`src/sv/pqmf_pkg.sv`:
```
// pqmf_pkg: shared types and constants of the max-first priority queue
// used by pqmf_cell and priority_queue_max_first; depends on nothing else
`default_nettype none

package pqmf_pkg;

    localparam int VALUE_W   = 32;  // stored value width
    localparam int IN_PRIO_W = 8;   // priority field width on the ports
    localparam int OCC_W     = 5;   // occupancy field width on the ports
    localparam int STATUS_W  = 2;
    localparam int IN_DATA_W  = 40; // value, priority
    localparam int OUT_DATA_W = 48; // value, priority, occupancy, padding

    localparam logic [VALUE_W-1:0] EMPTY_VALUE = '1;  // -1 on an empty dequeue

    typedef enum logic [0:0] {
        OP_ENQUEUE = 1'b0,
        OP_DEQUEUE = 1'b1
    } op_t;

    typedef enum logic [STATUS_W-1:0] {
        STATUS_OK    = 2'd0,
        STATUS_EMPTY = 2'd1,
        STATUS_FULL  = 2'd2
    } status_t;

    // per-cycle command broadcast to every cell of the chain
    typedef struct packed {
        logic enq;  // accepted enqueue that fits
        logic deq;  // accepted dequeue on a non-empty store
    } ctrl_t;

endpackage

`default_nettype wire

```
`src/sv/pqmf_cell.sv`:
```
// pqmf_cell: one slot of the sorted chain, holds a value and a priority
// depends on pqmf_pkg
`default_nettype none

module pqmf_cell #(
    parameter int PRIORITY_BITS = 8
) (
    input  wire logic                        clk,
    input  wire pqmf_pkg::ctrl_t             ctrl,
    input  wire logic                        occupied,
    input  wire logic [pqmf_pkg::VALUE_W-1:0] new_value,
    input  wire logic [PRIORITY_BITS-1:0]    new_prio,
    input  wire logic                        left_ge,
    input  wire logic [pqmf_pkg::VALUE_W-1:0] left_value,
    input  wire logic [PRIORITY_BITS-1:0]    left_prio,
    input  wire logic [pqmf_pkg::VALUE_W-1:0] right_value,
    input  wire logic [PRIORITY_BITS-1:0]    right_prio,
    output logic                             ge,
    output logic [pqmf_pkg::VALUE_W-1:0]     value,
    output logic [PRIORITY_BITS-1:0]         prio
);
    import pqmf_pkg::*;

    logic [VALUE_W-1:0]       value_reg;
    logic [VALUE_W-1:0]       value_next;
    logic [PRIORITY_BITS-1:0] prio_reg;
    logic [PRIORITY_BITS-1:0] prio_next;

    // entry stays ahead of a new one of equal priority
    assign ge    = occupied && (prio_reg >= new_prio);
    assign value = value_reg;
    assign prio  = prio_reg;

    always_comb
    begin
        value_next = value_reg;
        prio_next  = prio_reg;
        if (ctrl.deq)
        begin
            value_next = right_value;
            prio_next  = right_prio;
        end
        else if (ctrl.enq && !ge)
        begin
            if (left_ge)
            begin
                value_next = new_value;
                prio_next  = new_prio;
            end
            else
            begin
                value_next = left_value;
                prio_next  = left_prio;
            end
        end
    end

    always_ff @(posedge clk)
    begin
        value_reg <= value_next;
        prio_reg  <= prio_next;
    end

endmodule

`default_nettype wire

```
`src/sv/priority_queue_max_first.sv`:
```
// priority_queue_max_first: top level, chain of pqmf_cell slots plus result register
// depends on pqmf_pkg and pqmf_cell
//
// usage
//   input stream (s_axis): one word per command; tuser carries the op
//     (enqueue or dequeue), tdata the value and priority of an enqueue
//   output stream (m_axis): exactly one word per command; tuser carries the
//     status (ok, empty, full), tdata the removed value and priority and the
//     occupancy after the command
//   the cells are kept sorted by priority, highest first, and among equal
//   priorities in arrival order, so the head cell is always the next to leave;
//   an enqueue inserts in place (every cell compares against the new
//   priority at once), a dequeue shifts the whole chain one place toward the head
//   latency: the result word is valid the cycle after the command is accepted
//   throughput: one command per cycle while the receiver keeps tready high;
//   the single result register sets this figure
//   reset: the store is empty, no result is pending; cell contents are left as
//   they are since only occupied cells are ever read
//   stall: while a result waits and m_axis_tready is low, s_axis_tready is low
`default_nettype none

module priority_queue_max_first #(
    parameter int DEPTH         = 16,
    parameter int PRIORITY_BITS = 8
) (
    input  wire logic                              clk,
    input  wire logic                              rst_n,
    input  wire logic                              s_axis_tvalid,
    output logic                                   s_axis_tready,
    input  wire logic [pqmf_pkg::IN_DATA_W-1:0]    s_axis_tdata,  // item_value, item_priority
    input  wire logic [0:0]                        s_axis_tuser,  // op
    output logic                                   m_axis_tvalid,
    input  wire logic                              m_axis_tready,
    output logic [pqmf_pkg::OUT_DATA_W-1:0]        m_axis_tdata,  // out_value, out_priority,
                                                                   // occupancy, zero pad
    output logic [pqmf_pkg::STATUS_W-1:0]          m_axis_tuser   // status
);
    import pqmf_pkg::*;

    localparam int CNT_W = $clog2(DEPTH + 1);

    logic                     accept;
    op_t                      op;
    logic [VALUE_W-1:0]       in_value;
    logic [IN_PRIO_W-1:0]     in_prio;
    logic [PRIORITY_BITS-1:0] new_prio;

    logic [CNT_W-1:0] count_reg;
    logic [CNT_W-1:0] count_next;
    logic             full;
    logic             empty;
    ctrl_t            ctrl;

    // chain wiring
    logic [VALUE_W-1:0]       cell_value [DEPTH];
    logic [PRIORITY_BITS-1:0] cell_prio  [DEPTH];
    logic                     cell_ge    [DEPTH];

    // result register
    logic                 out_valid_reg;
    logic                 out_valid_next;
    logic [VALUE_W-1:0]   out_value_reg;
    logic [VALUE_W-1:0]   out_value_next;
    logic [IN_PRIO_W-1:0] out_prio_reg;
    logic [IN_PRIO_W-1:0] out_prio_next;
    status_t              out_status_reg;
    status_t              out_status_next;
    logic [OCC_W-1:0]     out_occ_reg;
    logic [OCC_W-1:0]     out_occ_next;
    logic [IN_PRIO_W-1:0] head_prio_port;
    logic [OCC_W-1:0]     occ_port;

    assign s_axis_tready = !out_valid_reg || m_axis_tready;
    assign accept        = s_axis_tvalid && s_axis_tready;
    assign op            = op_t'(s_axis_tuser[0]);
    assign in_value      = s_axis_tdata[VALUE_W-1:0];
    assign in_prio       = s_axis_tdata[VALUE_W +: IN_PRIO_W];

    // priority kept in its low PRIORITY_BITS bits; head priority and count
    // fitted back to the port widths
    generate
        if (PRIORITY_BITS <= IN_PRIO_W)
        begin : g_prio_narrow
            assign new_prio       = in_prio[PRIORITY_BITS-1:0];
            assign head_prio_port = IN_PRIO_W'(cell_prio[0]);
        end
        else
        begin : g_prio_wide
            assign new_prio       = PRIORITY_BITS'(in_prio);
            assign head_prio_port = cell_prio[0][IN_PRIO_W-1:0];
        end
        if (CNT_W <= OCC_W)
        begin : g_occ_narrow
            assign occ_port = OCC_W'(count_next);
        end
        else
        begin : g_occ_wide
            assign occ_port = count_next[OCC_W-1:0];
        end
    endgenerate

    assign full     = (count_reg == CNT_W'(DEPTH));
    assign empty    = (count_reg == '0);
    assign ctrl.enq = accept && (op == OP_ENQUEUE) && !full;
    assign ctrl.deq = accept && (op == OP_DEQUEUE) && !empty;

    always_comb
    begin
        count_next = count_reg;
        if (ctrl.enq)
        begin
            count_next = count_reg + 1'b1;
        end
        else if (ctrl.deq)
        begin
            count_next = count_reg - 1'b1;
        end
    end

    // the chain: cell 0 is the head; a new entry lands behind every entry of
    // equal or higher priority, the cells behind it shift one place back
    generate
        for (genvar i = 0; i < DEPTH; i++)
        begin : g_cell
            logic                     left_ge;
            logic [VALUE_W-1:0]       left_value;
            logic [PRIORITY_BITS-1:0] left_prio;
            logic [VALUE_W-1:0]       right_value;
            logic [PRIORITY_BITS-1:0] right_prio;

            if (i == 0)
            begin : g_head
                assign left_ge    = 1'b1;
                assign left_value = in_value;
                assign left_prio  = new_prio;
            end
            else
            begin : g_mid
                assign left_ge    = cell_ge[i-1];
                assign left_value = cell_value[i-1];
                assign left_prio  = cell_prio[i-1];
            end

            if (i == DEPTH - 1)
            begin : g_tail
                // tail slot becomes unoccupied on a dequeue
                assign right_value = cell_value[i];
                assign right_prio  = cell_prio[i];
            end
            else
            begin : g_body
                assign right_value = cell_value[i+1];
                assign right_prio  = cell_prio[i+1];
            end

            pqmf_cell #(
                .PRIORITY_BITS (PRIORITY_BITS)
            ) u_cell (
                .clk         (clk),
                .ctrl        (ctrl),
                .occupied    (CNT_W'(i) < count_reg),
                .new_value   (in_value),
                .new_prio    (new_prio),
                .left_ge     (left_ge),
                .left_value  (left_value),
                .left_prio   (left_prio),
                .right_value (right_value),
                .right_prio  (right_prio),
                .ge          (cell_ge[i]),
                .value       (cell_value[i]),
                .prio        (cell_prio[i])
            );
        end
    endgenerate

    // result word for the accepted command
    always_comb
    begin
        out_value_next  = '0;
        out_prio_next   = '0;
        out_status_next = STATUS_OK;
        out_occ_next    = occ_port;
        if (op == OP_ENQUEUE)
        begin
            if (full)
            begin
                out_status_next = STATUS_FULL;
            end
        end
        else if (empty)
        begin
            out_value_next  = EMPTY_VALUE;
            out_status_next = STATUS_EMPTY;
        end
        else
        begin
            out_value_next = cell_value[0];
            out_prio_next  = head_prio_port;
        end
    end

    always_comb
    begin
        out_valid_next = out_valid_reg;
        if (accept)
        begin
            out_valid_next = 1'b1;
        end
        else if (m_axis_tready)
        begin
            out_valid_next = 1'b0;
        end
    end

    always_ff @(posedge clk or negedge rst_n)
    begin
        if (!rst_n)
        begin
            count_reg     <= '0;
            out_valid_reg <= 1'b0;
        end
        else
        begin
            count_reg     <= count_next;
            out_valid_reg <= out_valid_next;
        end
    end

    always_ff @(posedge clk)
    begin
        if (accept)
        begin
            out_value_reg  <= out_value_next;
            out_prio_reg   <= out_prio_next;
            out_status_reg <= out_status_next;
            out_occ_reg    <= out_occ_next;
        end
    end

    assign m_axis_tvalid = out_valid_reg;
    assign m_axis_tdata  = {{(OUT_DATA_W - VALUE_W - IN_PRIO_W - OCC_W){1'b0}},
                            out_occ_reg, out_prio_reg, out_value_reg};
    assign m_axis_tuser  = out_status_reg;

    // store never holds more than DEPTH entries
    a_count_bound: assert property (@(posedge clk) disable iff (!rst_n)
        count_reg <= CNT_W'(DEPTH))
        else $error("entry count above depth");

    // head stays the largest: the chain is sorted at its front
    a_head_sorted: assert property (@(posedge clk) disable iff (!rst_n)
        (count_reg >= CNT_W'(2)) |-> (cell_prio[0] >= cell_prio[1]))
        else $error("head cell not highest priority");

    // an enqueue on a full store reports full and leaves the count alone
    a_full_drop: assert property (@(posedge clk) disable iff (!rst_n)
        (accept && (op == OP_ENQUEUE) && full) |=>
            (out_status_reg == STATUS_FULL) && (count_reg == CNT_W'(DEPTH)))
        else $error("full enqueue not dropped");

    // a dequeue removes exactly one entry
    a_deq_count: assert property (@(posedge clk) disable iff (!rst_n)
        ctrl.deq |=> (count_reg == $past(count_reg) - 1'b1))
        else $error("dequeue count mismatch");

    // every accepted command leaves a result word pending
    a_result_pending: assert property (@(posedge clk) disable iff (!rst_n)
        accept |=> out_valid_reg)
        else $error("result word lost");

endmodule

`default_nettype wire

```
`config.mk`:
```
export PLATFORM = sky130hd
export DESIGN_NAME = priority_queue_max_first
export DESIGN_NICKNAME = d
export VERILOG_FILES = /design/src/sv/pqmf_pkg.sv /design/src/sv/pqmf_cell.sv /design/src/sv/priority_queue_max_first.sv
export SDC_FILE = /design/constraint.sdc
export NUM_CORES = 1
export LEC_CHECK = 0
export BUFFER_PORTS_ARGS = -buffer_cell sky130_fd_sc_hd__buf_2
export CAP_MARGIN = 20
export CORE_MARGIN = 1.5
export CORE_UTILIZATION = 55
export CTS_CLUSTER_DIAMETER = 60
export DETAILED_ROUTE_END_ITERATION = 10
export MAX_ROUTING_LAYER = met4
export PLACE_DENSITY = 0.74
export SLEW_MARGIN = 20
export SYNTH_ARGS = -nofsm -noshare
export SYNTH_HDL_FRONTEND = slang
export SYNTH_SLANG_ARGS = --single-unit
```
`constraint.sdc`:
```
create_clock -name clk -period 4.7 [get_ports clk]
set_input_delay 1.41 -clock clk [delete_from_list [all_inputs] [get_ports clk]]
set_output_delay 1.41 -clock clk [all_outputs]
set_load 0.03 [all_outputs]
```
==> metrics.txt <==
outcome completed; Post-CTS Setup Bufs 0; area of the die 70000 µm²; Internal 16200 µW; cell row count 95; htree depth 3; worst setup path class flip-flop to flip-flop; worst hold path type flip-flop to flip-flop; Combinational Power Share 0.363; RePlAce Congestion 0.917; Worst-path clk slew ~0.060 ns; Synth Cell Area about 38000 µm²; # diodes 0; Final Hold Fails 0; synth unique cells a little under 50; drt total wl a little under 100 mm; switching share of power 0.355; Setup-failing EPs final 0; Yosys warnings 0; worst-path cell chain inv_1 -> ha_1 -> or3b_1 -> o2111ai_4 -> buf_4 -> and2_1 -> a221o_1; Least-Margin Pin Slew roughly 1.0 ns; R2R setup slack ~0.98 ns; fmax around 270 MHz; critical register-to-register path endpoint g_cell[3].u_cell.value[6]$_DFFE_PP_; pwr dens 613 nW/µm²; Starting Density 0.558; HPWL after DPL between 60 and 70 mm; Die X between 200 and 300 µm; most frequent cells in the layout edfxtp_1, a221o_1, nand2_1, a21oi_1, ha_1; unrepaired setup endpoints after global routing no; Worst Path Required approximately 5.2 ns; Post-synth EDFFs 687; Main synth FF type edfxtp_1; first-pass GRT wire length about 150 mm; initial antenna violation count 0; Max-cap violations 0; largest net degree at the start of global routing 140; Post-Syn Instances approximately 3300; Avg Synthesized Cell Area 11.5 µm²; sequential area share after synthesis 0.552; hold endpoint g_cell[14].u_cell.value[9]$_DFFE_PP_; root buffer cell clkbuf_16; GRT Residual Overflow 0; fin. max-slew vios 0; drt via density 6.95; Place WS approximately 0.43 ns; Final Cycle Share 0.793; die span in y 265 µm; initial DRC count between 4000 and 5000; Leak between 0.015 and 0.02 µW; Seq pwr share 0.417; IO buf count between 90 and 100; hold depth 1; placed cells about 3900; R2R depth 7; most common cell after layout, fill and taps aside edfxtp_1; ys async rst share 0.00866; Layout Nets 3312; CTS Buffer Depth 3; Post-Route Skew 0.0174 ns; area delta synth->final 8.82%; Pre-Repair DR Iteration Count 6; CP arrival around 4.2 ns; CP max-delay cell o2111ai_4; vias in the first global route 26803; final setup margin ~0.98 ns; share of post-route cells with drive strength above 1 0.116; Rel. slew slack 0.332; IO Count slightly below 100; Sinks on Clock Net between 600 and 700; cts hold-fix bufs 0; routed len/inst approximately 24 µm; clock network fraction of total power 0.220; Critical Path End Type flip-flop; NetSw approximately 8900 µW; worst vdd ir 0.331 mV; number of synthesized register bits 693; Tmin final 3.72 ns; post-route ant nets 0; HP Start g_cell[15].u_cell.value[9]$_DFFE_PP_; PostCTS Resize Cnt 0; startpoint type of the worst setup path flip-flop; TritonCTS Buffers 76; CTS tree built; CORE AREA just under 70000 µm²; max reg flops approximately 500; CP peak stage delay ~0.83 ns; Clock Latency Late Sink about 0.6 ns; largest fanout on the critical path 19; gr usage total 0.277; Final Instance Count excl. Fillers between 4000 and 5000; via count approximately 28000; residual DRC count 0; R2R Path Start count_reg[1]$_DFF_PN0_; final setup TNS 0 ns
[layer usage]
metal	share of wire	track usage	up-vias	wire length (µm)
li1	-	-	12683	-
met1	0.44	0.408	13718	42100
met2	0.45	0.406	1722	42900
met3	0.099	0.0370	124	9550
met4	0.018	0.0733	0	1720
met5	0	-	-	0
[cells in the mapped netlist (4+ instances only)]
master	count	area, µm²
edfxtp_1	687	20600
a221o_1	560	5610
a21oi_1	529	2650
nand2_1	518	1940
clkbuf_1	211	792
ha_1	132	1650
buf_2	121	606
a21o_1	92	691
buf_4	67	503
and2_1	66	413
and3_1	42	263
mux2_2	41	462
inv_1	25	93.8
nand2b_1	20	125
o21ai_1	15	75.1
nor2_1	14	52.6
a211o_1	13	114
a211oi_1	13	97.6
a221oi_1	13	114
a31oi_1	13	81.3
o2111ai_1	13	114
o21ai_0	8	40.0
buf_6	6	67.6
dfrtp_1	6	150
buf_1	4	15.0
nand3_1	4	20.0
[layout make-up]
| type | count | area [µm²] |
|---|---|---|
| clock inverter | 29 | 221 |
| timing repair buffer | 199 | 1720 |
| fill | 5288 | 26500 |
| inverter | 25 | 93.8 |
| clock buffer | 103 | 2010 |
| multi-input combinational | 2140 | 15000 |
| sequential | 693 | 20800 |
| tap | 873 | 1090 |
[through the flow]
step | area (µm²) | power, µW | hold slack (ns) | utilization
floorplan | 37700 | 17000 | 0.520 | -
global placement | 38700 | 19000 | 0.529 | 0.574
detailed placement | 38700 | 19500 | 0.535 | 0.574
CTS | 41000 | 25000 | 0.552 | 0.607
global route | 41000 | 26400 | 0.559 | 0.607
finish | 41000 | 25100 | 0.549 | 0.607
[worst max-delay path by stage]
stage / from / end / slack, ns / depth (start not counted)
6_report: count_reg[1]$_DFF_PN0_ / g_cell[3].u_cell.value[6]$_DFFE_PP_ / 0.98 / 7
5_1_grt: count_reg[1]$_DFF_PN0_ / g_cell[1].u_cell.value[24]$_DFFE_PP_ / 0.82 / 7
4_1_cts: count_reg[1]$_DFF_PN0_ / g_cell[8].u_cell.value[6]$_DFFE_PP_ / 1.08 / 7
3_5_place_dp: s_axis_tdata[33] / g_cell[13].u_cell.value[13]$_DFFE_PP_ / 0.43 / 8
3_3_place_gp: s_axis_tdata[33] / g_cell[13].u_cell.value[13]$_DFFE_PP_ / 0.47 / 8
2_1_floorplan: m_axis_tready / g_cell[0].u_cell.prio[0]$_DFFE_PP_ / -0.24 / 5
[critical path, delay by kind of cell, from the launching register on]
family / cells / cell delay [ns]
AOI/OAI and AO/OA: 2 / 1.10
adders and majority gates: 1 / 0.21
buffers and inverters: 2 / 0.54
DFF: 1 / 0.50
and+or+nand+nor: 2 / 1.19
[power by group through the flow]
stage / clock [µW] / sequential, µW / combinational [µW]
after floorplan: 0 / 10100 / 6820
final: 5530 / 10500 / 9120
after global routing: 5850 / 10600 / 9920
after CTS: 5600 / 10400 / 8990
after detailed placement: 0 / 10500 / 8930
after global placement: 0 / 10500 / 8520
[cell families after synthesis]
kind of cell / count (synthesis) / synth area share
DFF: 693 / 0.552
adders and majority gates: 132 / 0.0439
buffers and inverters: 434 / 0.0552
and+or+nand+nor: 675 / 0.0770
xor gates and xnor gates: 5 / 0.00116
other: 1 / 0.0000996
AOI/OAI and AO/OA: 1283 / 0.258
muxes: 42 / 0.0125
Note: power is estimated with default switching activity, not from simulation.
